$ cat src/hdl/segment_pointer_translation_table_top_assert.svh
// Assertion macros for the segment pointer translation table.
// Used by the top level only; expects clk_i and rst_ni in scope.
`ifndef SEGMENT_POINTER_TRANSLATION_TABLE_TOP_ASSERT_SVH
`define SEGMENT_POINTER_TRANSLATION_TABLE_TOP_ASSERT_SVH

// Same-cycle implication, disabled during reset.
`define SPT_ASSERT_NOW(lbl, ante, cons, msg) \
  lbl: assert property (@(posedge clk_i) disable iff (!rst_ni) (ante) |-> (cons)) \
    else $error(msg);

// Next-cycle implication, disabled during reset.
`define SPT_ASSERT_NEXT(lbl, ante, cons, msg) \
  lbl: assert property (@(posedge clk_i) disable iff (!rst_ni) (ante) |=> (cons)) \
    else $error(msg);

`endif

$ cat src/hdl/spt_pkg.sv
// Shared types and constants of the segment pointer translation table.
// No dependencies.
package spt_pkg;

  localparam int unsigned SEG_BITS_DEF   = 2;
  localparam int unsigned VALUE_BITS_DEF = 28;

  // Odd marker held by unused table entries.
  localparam logic [31:0] NIL_INIT = 32'h7000_0001;

  typedef enum logic [1:0] {
    OP_REGISTER = 2'd0,
    OP_CHECK    = 2'd1,
    OP_EXPAND   = 2'd2,
    OP_COMPRESS = 2'd3
  } op_e;

  typedef enum logic [1:0] {
    ST_OK      = 2'd0,
    ST_FULL    = 2'd1,
    ST_UNKNOWN = 2'd2,
    ST_BAD_ID  = 2'd3
  } status_e;

  typedef enum logic [1:0] {
    S_IDLE = 2'b01,
    S_EXEC = 2'b10
  } state_e;

  // Controller to datapath commands.
  typedef struct packed {
    logic capture;  // latch the incoming word
    logic commit;   // update table, load result register
  } ctrl_cmd_t;

endpackage

$ cat src/hdl/spt_in_if.sv
// Input channel: one operation word with valid/ready handshake.
// No dependencies.
interface spt_in_if;
  logic        valid;
  logic        ready;
  logic [1:0]  opcode;
  logic [31:0] operand_word;
  logic [3:0]  tag_bits;

  modport source (output valid, opcode, operand_word, tag_bits, input ready);
  modport sink   (input valid, opcode, operand_word, tag_bits, output ready);
endinterface

$ cat src/hdl/spt_out_if.sv
// Output channel: one result word with valid/ready handshake.
// No dependencies.
interface spt_out_if;
  logic        valid;
  logic        ready;
  logic [1:0]  status;
  logic [31:0] result_word;

  modport source (output valid, status, result_word, input ready);
  modport sink   (input valid, status, result_word, output ready);
endinterface

$ cat src/hdl/spt_ctrl.sv
// Controller FSM: sequences capture and commit, owns the output valid flag.
// Depends on spt_pkg.
module spt_ctrl (
  input  logic              clk_i,
  input  logic              rst_ni,
  input  logic              in_valid_i,
  output logic              in_ready_o,
  output logic              out_valid_o,
  input  logic              out_ready_i,
  output spt_pkg::ctrl_cmd_t cmd_o
);
  import spt_pkg::*;

  state_e state_q, state_d;
  logic   out_valid_q, out_valid_d;

  always_comb begin
    state_d     = state_q;
    out_valid_d = out_valid_q;
    cmd_o       = '0;
    if (out_valid_q && out_ready_i) begin
      out_valid_d = 1'b0;
    end
    case (state_q)
      S_IDLE: begin
        if (in_valid_i) begin
          cmd_o.capture = 1'b1;
          state_d       = S_EXEC;
        end
      end
      S_EXEC: begin
        // result slot free or being drained this cycle
        if (!out_valid_q || out_ready_i) begin
          cmd_o.commit = 1'b1;
          out_valid_d  = 1'b1;
          state_d      = S_IDLE;
        end
      end
      default: begin
        state_d = S_IDLE;
      end
    endcase
  end

  always_ff @(posedge clk_i or negedge rst_ni) begin
    if (!rst_ni) begin
      state_q     <= S_IDLE;
      out_valid_q <= 1'b0;
    end else begin
      state_q     <= state_d;
      out_valid_q <= out_valid_d;
    end
  end

  assign in_ready_o  = (state_q == S_IDLE);
  assign out_valid_o = out_valid_q;

endmodule

$ cat src/hdl/spt_dp.sv
// Datapath: segment table, parallel compare, result formation and registers.
// Depends on spt_pkg.
module spt_dp #(
  parameter int unsigned SEG_BITS   = spt_pkg::SEG_BITS_DEF,
  parameter int unsigned VALUE_BITS = spt_pkg::VALUE_BITS_DEF
) (
  input  logic               clk_i,
  input  logic               rst_ni,
  input  spt_pkg::ctrl_cmd_t cmd_i,
  input  logic [1:0]         opcode_i,
  input  logic [31:0]        operand_word_i,
  input  logic [3:0]         tag_bits_i,
  output logic [1:0]         status_o,
  output logic [31:0]        result_word_o
);
  import spt_pkg::*;

  localparam int unsigned OffsBits = VALUE_BITS - SEG_BITS;
  localparam int unsigned NumSegs  = 1 << SEG_BITS;
  localparam int unsigned CntW     = SEG_BITS + 1;

  // captured operation
  logic [1:0]  op_q;
  logic [31:0] word_q;
  logic [3:0]  tag_q;

  logic [31:0]         bases_q [NumSegs];
  logic [CntW-1:0]     used_q;
  logic [1:0]          status_q, status_d;
  logic [31:0]         result_q, result_d;

  logic [31:0]         seg;
  logic [NumSegs-1:0]  match;
  logic                known;
  logic [SEG_BITS-1:0] first_idx;
  logic [SEG_BITS-1:0] exp_id;
  logic [31:0]         exp_base;
  logic                do_write;

  assign seg      = {word_q[31:OffsBits], {OffsBits{1'b0}}};
  assign exp_id   = word_q[VALUE_BITS-1:OffsBits];
  assign exp_base = bases_q[exp_id];

  always_comb begin
    for (int i = 0; i < NumSegs; i++) begin
      match[i] = (bases_q[i] == seg) && (CntW'(i) < used_q);
    end
  end

  assign known = |match;

  // lowest matching entry
  always_comb begin
    first_idx = '0;
    for (int i = NumSegs - 1; i >= 0; i--) begin
      if (match[i]) begin
        first_idx = SEG_BITS'(i);
      end
    end
  end

  always_comb begin
    status_d = ST_OK;
    result_d = '0;
    do_write = 1'b0;
    case (op_q)
      OP_REGISTER: begin
        if (!known) begin
          if (used_q == CntW'(NumSegs)) begin
            status_d = ST_FULL;
          end else begin
            do_write = 1'b1;
          end
        end
      end
      OP_CHECK: begin
        if (!known) begin
          status_d = ST_UNKNOWN;
        end
      end
      OP_EXPAND: begin
        if (exp_base[0]) begin
          status_d = ST_BAD_ID;
        end else begin
          result_d = exp_base | {{(32 - OffsBits){1'b0}}, word_q[OffsBits-1:0]};
        end
      end
      OP_COMPRESS: begin
        if (!known) begin
          status_d = ST_UNKNOWN;
        end else begin
          result_d = 32'({tag_q, first_idx, word_q[OffsBits-1:0]});
        end
      end
      default: begin
        status_d = ST_OK;
      end
    endcase
  end

  always_ff @(posedge clk_i) begin
    if (cmd_i.capture) begin
      op_q   <= opcode_i;
      word_q <= operand_word_i;
      tag_q  <= tag_bits_i;
    end
    if (cmd_i.commit) begin
      status_q <= status_d;
      result_q <= result_d;
    end
  end

  // Segments have their low bits cleared and so are even; the odd nil
  // marker can never collide, so unused entries keep their reset marker.
  always_ff @(posedge clk_i or negedge rst_ni) begin
    if (!rst_ni) begin
      for (int i = 0; i < NumSegs; i++) begin
        bases_q[i] <= (i == 0) ? 32'h0 : NIL_INIT;
      end
      used_q <= CntW'(1);
    end else if (cmd_i.commit && do_write) begin
      bases_q[used_q[SEG_BITS-1:0]] <= seg;
      used_q                        <= used_q + CntW'(1);
    end
  end

  assign status_o      = status_q;
  assign result_word_o = result_q;

endmodule

$ cat src/hdl/segment_pointer_translation_table_top.sv
// Segment pointer translation table, top level.
// The accepted word is captured, then the execute state commits the result word.
// Execute waits while an older result word is still held and not taken.
// A new word is taken only after the capture/execute FSM has returned to idle.
// Reset (async, active low): table entry 0 = 0, others = nil marker, one used.
`include "segment_pointer_translation_table_top_assert.svh"
module segment_pointer_translation_table_top #(
  parameter int unsigned SEG_BITS   = spt_pkg::SEG_BITS_DEF,
  parameter int unsigned VALUE_BITS = spt_pkg::VALUE_BITS_DEF
) (
  input  logic  clk_i,
  input  logic  rst_ni,
  spt_in_if.sink    in_i,
  spt_out_if.source out_o
);
  import spt_pkg::*;

  ctrl_cmd_t cmd;

  // FSM: IDLE takes a word, EXEC commits once the result slot is free.
  spt_ctrl u_ctrl (
    .clk_i       (clk_i),
    .rst_ni      (rst_ni),
    .in_valid_i  (in_i.valid),
    .in_ready_o  (in_i.ready),
    .out_valid_o (out_o.valid),
    .out_ready_i (out_o.ready),
    .cmd_o       (cmd)
  );

  // Table, 2^SEG_BITS parallel comparators and result registers.
  spt_dp #(
    .SEG_BITS   (SEG_BITS),
    .VALUE_BITS (VALUE_BITS)
  ) u_dp (
    .clk_i          (clk_i),
    .rst_ni         (rst_ni),
    .cmd_i          (cmd),
    .opcode_i       (in_i.opcode),
    .operand_word_i (in_i.operand_word),
    .tag_bits_i     (in_i.tag_bits),
    .status_o       (out_o.status),
    .result_word_o  (out_o.result_word)
  );

  // One word in flight: after an accept the input side closes for execute.
  `SPT_ASSERT_NEXT(a_one_in_flight, in_i.valid && in_i.ready, !in_i.ready, "accepted while busy")
  // Error results carry a zero word.
  `SPT_ASSERT_NOW(a_err_zero, out_o.valid && (out_o.status != ST_OK), out_o.result_word == 32'h0, "nonzero result on error")
  // A fresh result only follows an execute cycle.
  `SPT_ASSERT_NOW(a_rise_after_exec, $rose(out_o.valid), $past(!in_i.ready), "result without execute")

endmodule

$ cat src/flat_wrapper.sv
// flat-port wrapper written by rule: the top's interface ports become plain ports
module segment_pointer_translation_table_top_flat import spt_pkg::*;
#(
  parameter int unsigned SEG_BITS   = spt_pkg::SEG_BITS_DEF,
  parameter int unsigned VALUE_BITS = spt_pkg::VALUE_BITS_DEF
)
  (clk_i, rst_ni, in_i_valid, in_i_opcode, in_i_operand_word, in_i_tag_bits, in_i_ready, out_o_valid, out_o_status, out_o_result_word, out_o_ready);
  spt_in_if in_i_i ();
  spt_out_if out_o_i ();
  input  logic clk_i;
  input  logic rst_ni;
  input wire logic [$bits(in_i_i.valid)-1:0] in_i_valid;
  input wire logic [$bits(in_i_i.opcode)-1:0] in_i_opcode;
  input wire logic [$bits(in_i_i.operand_word)-1:0] in_i_operand_word;
  input wire logic [$bits(in_i_i.tag_bits)-1:0] in_i_tag_bits;
  output wire logic [$bits(in_i_i.ready)-1:0] in_i_ready;
  output wire logic [$bits(out_o_i.valid)-1:0] out_o_valid;
  output wire logic [$bits(out_o_i.status)-1:0] out_o_status;
  output wire logic [$bits(out_o_i.result_word)-1:0] out_o_result_word;
  input wire logic [$bits(out_o_i.ready)-1:0] out_o_ready;
  assign in_i_i.valid = in_i_valid;
  assign in_i_i.opcode = in_i_opcode;
  assign in_i_i.operand_word = in_i_operand_word;
  assign in_i_i.tag_bits = in_i_tag_bits;
  assign in_i_ready = in_i_i.ready;
  assign out_o_valid = out_o_i.valid;
  assign out_o_status = out_o_i.status;
  assign out_o_result_word = out_o_i.result_word;
  assign out_o_i.ready = out_o_ready;
  segment_pointer_translation_table_top #(.SEG_BITS(SEG_BITS), .VALUE_BITS(VALUE_BITS)) u_core (.clk_i(clk_i), .rst_ni(rst_ni), .in_i(in_i_i), .out_o(out_o_i));
endmodule
$ cat config.mk
export PLATFORM = sky130hd
export DESIGN_NAME = segment_pointer_translation_table_top_flat
export DESIGN_NICKNAME = d
export VERILOG_FILES = /design/src/hdl/spt_pkg.sv /design/src/hdl/spt_in_if.sv /design/src/hdl/spt_out_if.sv /design/src/hdl/spt_ctrl.sv /design/src/hdl/spt_dp.sv /design/src/hdl/segment_pointer_translation_table_top.sv /design/src/flat_wrapper.sv
export VERILOG_INCLUDE_DIRS = /design/src /design/src/hdl
export SDC_FILE = /design/constraint.sdc
export NUM_CORES = 1
export LEC_CHECK = 0
export BUFFER_PORTS_ARGS = -buffer_cell sky130_fd_sc_hd__buf_2
export CORE_UTILIZATION = 55
export CTS_BUF_LIST = sky130_fd_sc_hd__clkbuf_4 sky130_fd_sc_hd__clkbuf_8
export DETAILED_ROUTE_END_ITERATION = 10
export PLACE_DENSITY = 0.9
export SYNTH_ARGS = -nofsm -noshare
export SYNTH_HDL_FRONTEND = slang
export SYNTH_HIERARCHICAL = 1
export SYNTH_SLANG_ARGS = --single-unit
$ cat constraint.sdc
create_clock -name clk_i -period 4.33 [get_ports clk_i]
set_input_delay 0.433 -clock clk_i [delete_from_list [all_inputs] [get_ports clk_i]]
set_output_delay 0.433 -clock clk_i [all_outputs]
set_load 0.02 [all_outputs]
==> results.toml, run 1 <==
[run_status]
outcome = "complete, no violations"

[floorplanning]
die_area_mm2 = 0.008511
dieHeight_um = 92.26
start_util = 0.5739
pin_count = 78
die_w_um = 92.26
core_area_mm2 = 0.007807
num_rows = 32

[clock_network]
cts_buffers = 9
ctsHtreeMaxLevel = 3
cts_setup_buffers = 0
cts-resized-gates = 0
cts.sinks = 105
clock_path_buffers = 2
hold_buffers = 0
root_buffer = "clkbuf_8"
cts_tree = "done"
clock_latency_ns = 0.38
clk_pin_slew_worst_paths_ns = 0.11

[drt]
wl_per_cell_um = 17.69
via_per_inst = 5.403
ant_nets = 0
drtPass1Iterations = 4
drt-total-wl_um = 7994
drc = 0
drt_iter0_drc = 210
vias = 2442

[critical_path]
crit_family = "simple AND/OR/NAND/NOR gates"
rr_worst_depth = 6
crit_fanout = 26
end_kind = "register"
r2r-start = "u_core/u_dp/word_q[26]$_DFFE_PP_"
crit_chain = "xor2_1 -> nor4_1 -> nand3_1 -> and4_4 -> a21oi_2 -> and2_1"
crit_type = "register to register"
slowest_delay_ns = 0.84
critPathLaunchType = "register"
crit_required_ns = 4.56
cp_data_arrival_time_ns = 3.22
cp_slowest_cell = "edfxtp_1"
reg2reg_slack_ns = 1.34
rr_endpoint = "u_core/u_dp/result_word_o[14]$_SDFFCE_PN0P_"
path_buf_inv = 0

[layout]
fin_area_mm2 = 0.005075
final_cells = 452
diodes = 0
fin_util = 0.6500
nets = 391
syn_to_final_growth_pct = 13.26
fill_cells = 524
drive_above_1_share = 0.4086

[power_and_ir_drop]
power.density_mw_per_mm2 = 454.5
leakage_uw = 0.002058
vdd_drop_max_mv = 0.2119

[placed_design]
gp_congestion = 0.8952
port_buffers = 77
placed_cells = 436
postPlaceCellArea_mm2 = 0.004876
place_hpwl_um = 5590

[synthesis]
synth-compound-area-share = 0.02374
yosysTopAreaCell = "edfxtp_1"
netlist_area_mm2 = 0.004481
postSynthCellCount = 272
synthTopCellsByArea = "edfxtp_1 (48%), dfrtp_1 (11%), dfstp_2 (8.2%)"
synth_seq_area_share = 0.6708
yosysMostFrequentCell = "edfxtp_1"
synth_nets = 318
yosys_warnings = 6
ys_types = 39
yosys_most_used_dff = "edfxtp_1"
synth-edff-count = 72
synth_seq_cells = 105
postSynthAreaPerCell_um2 = 16.47
synth_top_area_share = 0.4825
synth_common_cells = "edfxtp_1 (72), and2_1 (28), mux2_4 (24)"
synth_top_family_by_area = "multiplexers"
synth_adder_area_share = 0.01117
muxShareOfSynthArea = 0.1151
synthSimpleGateAreaFrac = 0.09690
synthXorXnorAreaFrac = 0.05082
synthArstFlopShare = 0.3143

[sta]
rsz0062_at_grt = "false"
max-slew-margin-rel = 0.3888
holdWs_ns = 0.1044
fmax_mhz = 334.4
worst_slew_pin_slew_ns = 0.9168
skew_ns = 0.01535
setup_tns_ns = 0
drv_slew = 0
period_needed_ns = 2.990
fin_crit_sh = 0.6906
setup_viol = 0
hold_violations = 0

[global_route]
grt_start_max_net_pins = 41
antenna_found_initial = 0
grt-ovfl-total = 0
track_usage = 0.2031
grt_pass1_vias = 2469
grt_pass1_wl_um = 12650

[worst_hold_path]
hp-class = "input pin to asynchronous set/reset pin"

[flow_run]
drv_cap = 0
[per-layer routing]
metal	up-vias	wire [um]	global-route usage
li1	1126	-	-
met2	100	4155	0.3352
met5	-	0	0
met4	0	268	0.1055
met1	1190	3080	0.2487
met3	26	489	0.04892
[where the power goes]
| group | switching, uW | internal, uW |
|---|---|---|
| Sequential | 119 | 1230 |
| Clock | 337 | 237 |
| Combinational | 181 | 205 |
[cell usage in the layout (no fill, tap or decap), types with 9 or more instances in the layout]
cell type	n
dfstp_2	14
xor2_1	15
xnor2_1	11
nand2_1	9
edfxtp_1	72
clkbuf_8	10
and2_1	28
mux2_4	24
buf_2	77
dfrtp_1	19
[sequential cells by signal (all words and copies together), names as in the netlist, 2 cells and up]
name / cells
u_core/u_ctrl/state_q: 2
u_core/u_dp/bases_q: 27
u_core/u_dp/op_q: 2
u_core/u_dp/result_word_o: 32
u_core/u_dp/status_o: 2
u_core/u_dp/tag_q: 4
u_core/u_dp/used_q: 3
u_core/u_dp/word_q: 32
[cells by family (layout without fill, tap and decap cells)]
kind of cell | after synthesis | after routing
xor+xnor | 26 | 26
mux | 32 | 32
fa+ha+maj | 4 | 4
compound gates | 15 | 15
buf+inv | 18 | 96
flops | 105 | 105
simple gates | 72 | 72
[through the flow]
step	worst slack (ns)	total power, uW
finish	1.340	2306
CTS	1.363	2318
floorplan	0.9039	1620
global placement	1.563	1712
global route	1.071	2402
detailed placement	1.421	1740
[worst max path at each step]
stage | start | endpoint | depth (start not counted)
CTS | u_core/u_dp/word_q[26]$_DFFE_PP_ | u_core/u_dp/result_word_o[14]$_SDFFCE_PN0P_ | 6
global placement | u_core/u_dp/word_q[27]$_DFFE_PP_ | u_core/u_dp/result_word_o[7]$_SDFFCE_PN0P_ | 6
floorplan | u_core/u_ctrl/out_valid_o$_DFF_PN0_ | u_core/u_dp/bases_q[26]$_DFFE_PN0P_ | 7
global route | u_core/u_dp/word_q[26]$_DFFE_PP_ | u_core/u_dp/result_word_o[14]$_SDFFCE_PN0P_ | 6
detailed placement | u_core/u_dp/word_q[27]$_DFFE_PP_ | u_core/u_dp/result_word_o[17]$_SDFFCE_PN0P_ | 6
finish | u_core/u_dp/word_q[26]$_DFFE_PP_ | u_core/u_dp/result_word_o[14]$_SDFFCE_PN0P_ | 6
[area by class of cell]
| type | instances | area (um^2) | area share |
|---|---|---|---|
| flip-flops and latches | 105 | 3005 | 0.5922 |
| multi-input cells | 149 | 1343 | 0.2645 |
| repair buffers | 78 | 392.9 | 0.07742 |
| clock buffers | 10 | 137.6 | 0.02712 |
| well taps | 102 | 127.6 | 0.02515 |
| clock inverters | 6 | 61.31 | 0.01208 |
| inverters | 2 | 7.507 | 0.001479 |
Power figures use the tool's default switching activity.
==> run 2, diff against run 1 <==
--- a/config.mk
+++ b/config.mk
@@ -7,10 +7,10 @@
 export NUM_CORES = 1
 export LEC_CHECK = 0
 export BUFFER_PORTS_ARGS = -buffer_cell sky130_fd_sc_hd__buf_2
-export CORE_UTILIZATION = 55
+export CORE_UTILIZATION = 52
 export CTS_BUF_LIST = sky130_fd_sc_hd__clkbuf_4 sky130_fd_sc_hd__clkbuf_8
 export DETAILED_ROUTE_END_ITERATION = 10
-export PLACE_DENSITY = 0.9
+export PLACE_DENSITY = 0.89
 export SYNTH_ARGS = -nofsm -noshare
 export SYNTH_HDL_FRONTEND = slang
 export SYNTH_HIERARCHICAL = 1
==> constraint.sdc (replaced) <==
create_clock -name clk_i -period 2.6 [get_ports clk_i]
set_input_delay 0.26 -clock clk_i [delete_from_list [all_inputs] [get_ports clk_i]]
set_output_delay 0.26 -clock clk_i [all_outputs]
set_load 0.02 [all_outputs]
==> run 2 against run 1 <==
  * Cell count is 2.9% higher
  * Sequential share of layout area down 0.98 points
  * Setup slack worse by 1.2 ns
  * Non-clock buffer count increased by 10
  * Sequential power rose by 64%
  * Register-to-register slack got worse by 1.2 ns
  * Largest cell class unchanged
  * Largest power group unchanged
==> results.toml, run 2 (synthesized netlist as in run 1, its figures left out) <==
[drt]
drtPass1Iterations = 4
via_per_inst = 5.243
drt_iter0_drc = 117
wl_per_cell_um = 17.33
drt-total-wl_um = 8057
drc = 0
vias = 2438
met2WireLength_um = 4021
wl_met3_um = 455
top_layer = "met4"
drt-met1-wl_um = 3464
ant_nets = 0

[power_and_ir_drop]
leakage_uw = 0.002112
vdd_drop_max_mv = 0.2757
power.density_mw_per_mm2 = 756.9

[sta]
fin_crit_sh = 0.9496
period_needed_ns = 2.469
rsz0062_at_grt = "false"
worst_slew_pin_slew_ns = 0.7625
fmax_mhz = 405.0
hold_violations = 0
max-slew-margin-rel = 0.4917
drv_slew = 0
setup_viol = 0
setup_tns_ns = 0
holdWs_ns = 0.05939
skew_ns = 0.01020

[layout]
mostFrequentLayoutCell = "buf_2"
final_cell_mix = "buf_2 (77), edfxtp_1 (72), and2_1 (28), mux2_4 (24), dfrtp_1 (19)"
drive_above_1_share = 0.4222
fin_area_mm2 = 0.005160
nets = 401
syn_to_final_growth_pct = 15.16
fin_util = 0.6248
diodes = 0

[critical_path]
path_buf_inv = 0
cp_data_arrival_time_ns = 2.72
crit_fanout = 8
rr_endpoint = "u_core/u_dp/bases_q[63]$_DFFE_PN0P_"
rr_worst_depth = 6
cp_slowest_cell = "or4_1"
r2r-start = "u_core/u_dp/bases_q[92]$_DFFE_PN1P_"
critPathLaunchType = "register"
slowest_delay_ns = 0.58
end_kind = "register"
crit_type = "register to register"
crit_required_ns = 2.85
crit_chain = "xnor2_1 -> nand4_1 -> or4_1 -> and4_4 -> and3_1 -> mux2_4"
crit_family = "simple AND/OR/NAND/NOR gates"
reg2reg_slack_ns = 0.13

[global_route]
grt_start_max_net_pins = 35
antenna_found_initial = 0
grt_pass1_wl_um = 12570
grt_pass1_vias = 2468
grt-ovfl-total = 0
track_usage = 0.1933

[placed_design]
port_buffers = 77
gp_congestion = 0.8373
postPlaceCellArea_mm2 = 0.004947
place_hpwl_um = 5754

[flow_run]
drv_cap = 0

[worst_hold_path]
hp-class = "input pin to register"
min_to = "u_core/u_dp/word_q[27]$_DFFE_PP_"
holdCritStartpoint = "in_i_operand_word[27]"
min_path_cells = 1

[clock_network]
cts.sinks = 105
cts_tree = "done"
clock_latency_ns = 0.37
root_buffer = "clkbuf_8"
clk_pin_slew_worst_paths_ns = 0.10
ctsHtreeMaxLevel = 3
cts_buffers = 9
clock_path_buffers = 2

[floorplanning]
start_util = 0.5426
core_area_mm2 = 0.008258
die_w_um = 94.83
die_area_mm2 = 0.008992
pin_count = 78
num_rows = 33
dieHeight_um = 94.83

[run_status]
outcome = "complete, no violations"
run 2: changes by cell type in the layout (fill, tap and decap cells not counted):
cell	delta
bufinv_16	+1
buf_4	+9
clkinv_4	-1
clkbuf_8	-1
inv_6	-1
clkinv_2	+2
dlygate4sd3_1	+1
clkinv_8	-1
inv_8	+1
run 2: cell type report:
type                    instances  area [um^2]
clock inverters                 7        78.83
well taps                     105        131.4
repair buffers                 88        470.5
inverters                       2        7.507
fillers                       596         3098
flip-flops and latches        105         3005
clock buffers                   9        123.9
multi-input cells             149         1343
run 2: worst max path at each step:
stage	startpoint	end	slack [ns]	depth (start not counted)
2_1_floorplan	u_core/u_ctrl/out_valid_o$_DFF_PN0_	u_core/u_dp/bases_q[26]$_DFFE_PN0P_	0.19	7
3_3_place_gp	u_core/u_dp/bases_q[92]$_DFFE_PN1P_	u_core/u_dp/bases_q[59]$_DFFE_PN0P_	0.27	6
3_5_place_dp	u_core/u_dp/bases_q[92]$_DFFE_PN1P_	u_core/u_dp/bases_q[63]$_DFFE_PN0P_	0.16	6
4_1_cts	u_core/u_dp/bases_q[92]$_DFFE_PN1P_	u_core/u_dp/bases_q[63]$_DFFE_PN0P_	0.14	6
5_1_grt	u_core/u_dp/bases_q[92]$_DFFE_PN1P_	u_core/u_dp/bases_q[63]$_DFFE_PN0P_	0.07	6
6_report	u_core/u_dp/bases_q[92]$_DFFE_PN1P_	u_core/u_dp/bases_q[63]$_DFFE_PN0P_	0.13	6
run 2: routing by layer:
metal / global-route usage / up-vias
li1: - / 1145
met1: 0.2504 / 1197
met2: 0.3159 / 84
met3: 0.04589 / 12
met4: 0.07323 / 0
met5: 0 / -
run 2: timing repair:
action	in CTS	in global routing
setup buffers	0	0
hold buffers	1	0
hold endpoints to repair	19	0
gates resized for setup	0	0
run 2: report_power, final:
group	internal [uW]	leakage (uW)	switching, uW	total (uW)
clock network	457	0.000103	557	1010
logic	356	0.000933	312	668
registers	2040	0.00108	182	2220
total	2850	0.00211	1050	3910
run 2: stage by stage:
step | std cells | worst slack (ns) | power (uW)
2_1_floorplan | 272 | 0.1911 | 2699
3_3_place_gp | 448 | 0.2667 | 2871
3_5_place_dp | 448 | 0.1634 | 2914
4_1_cts | 465 | 0.1400 | 3920
5_1_grt | 465 | 0.07291 | 4073
6_report | 465 | 0.1311 | 3906
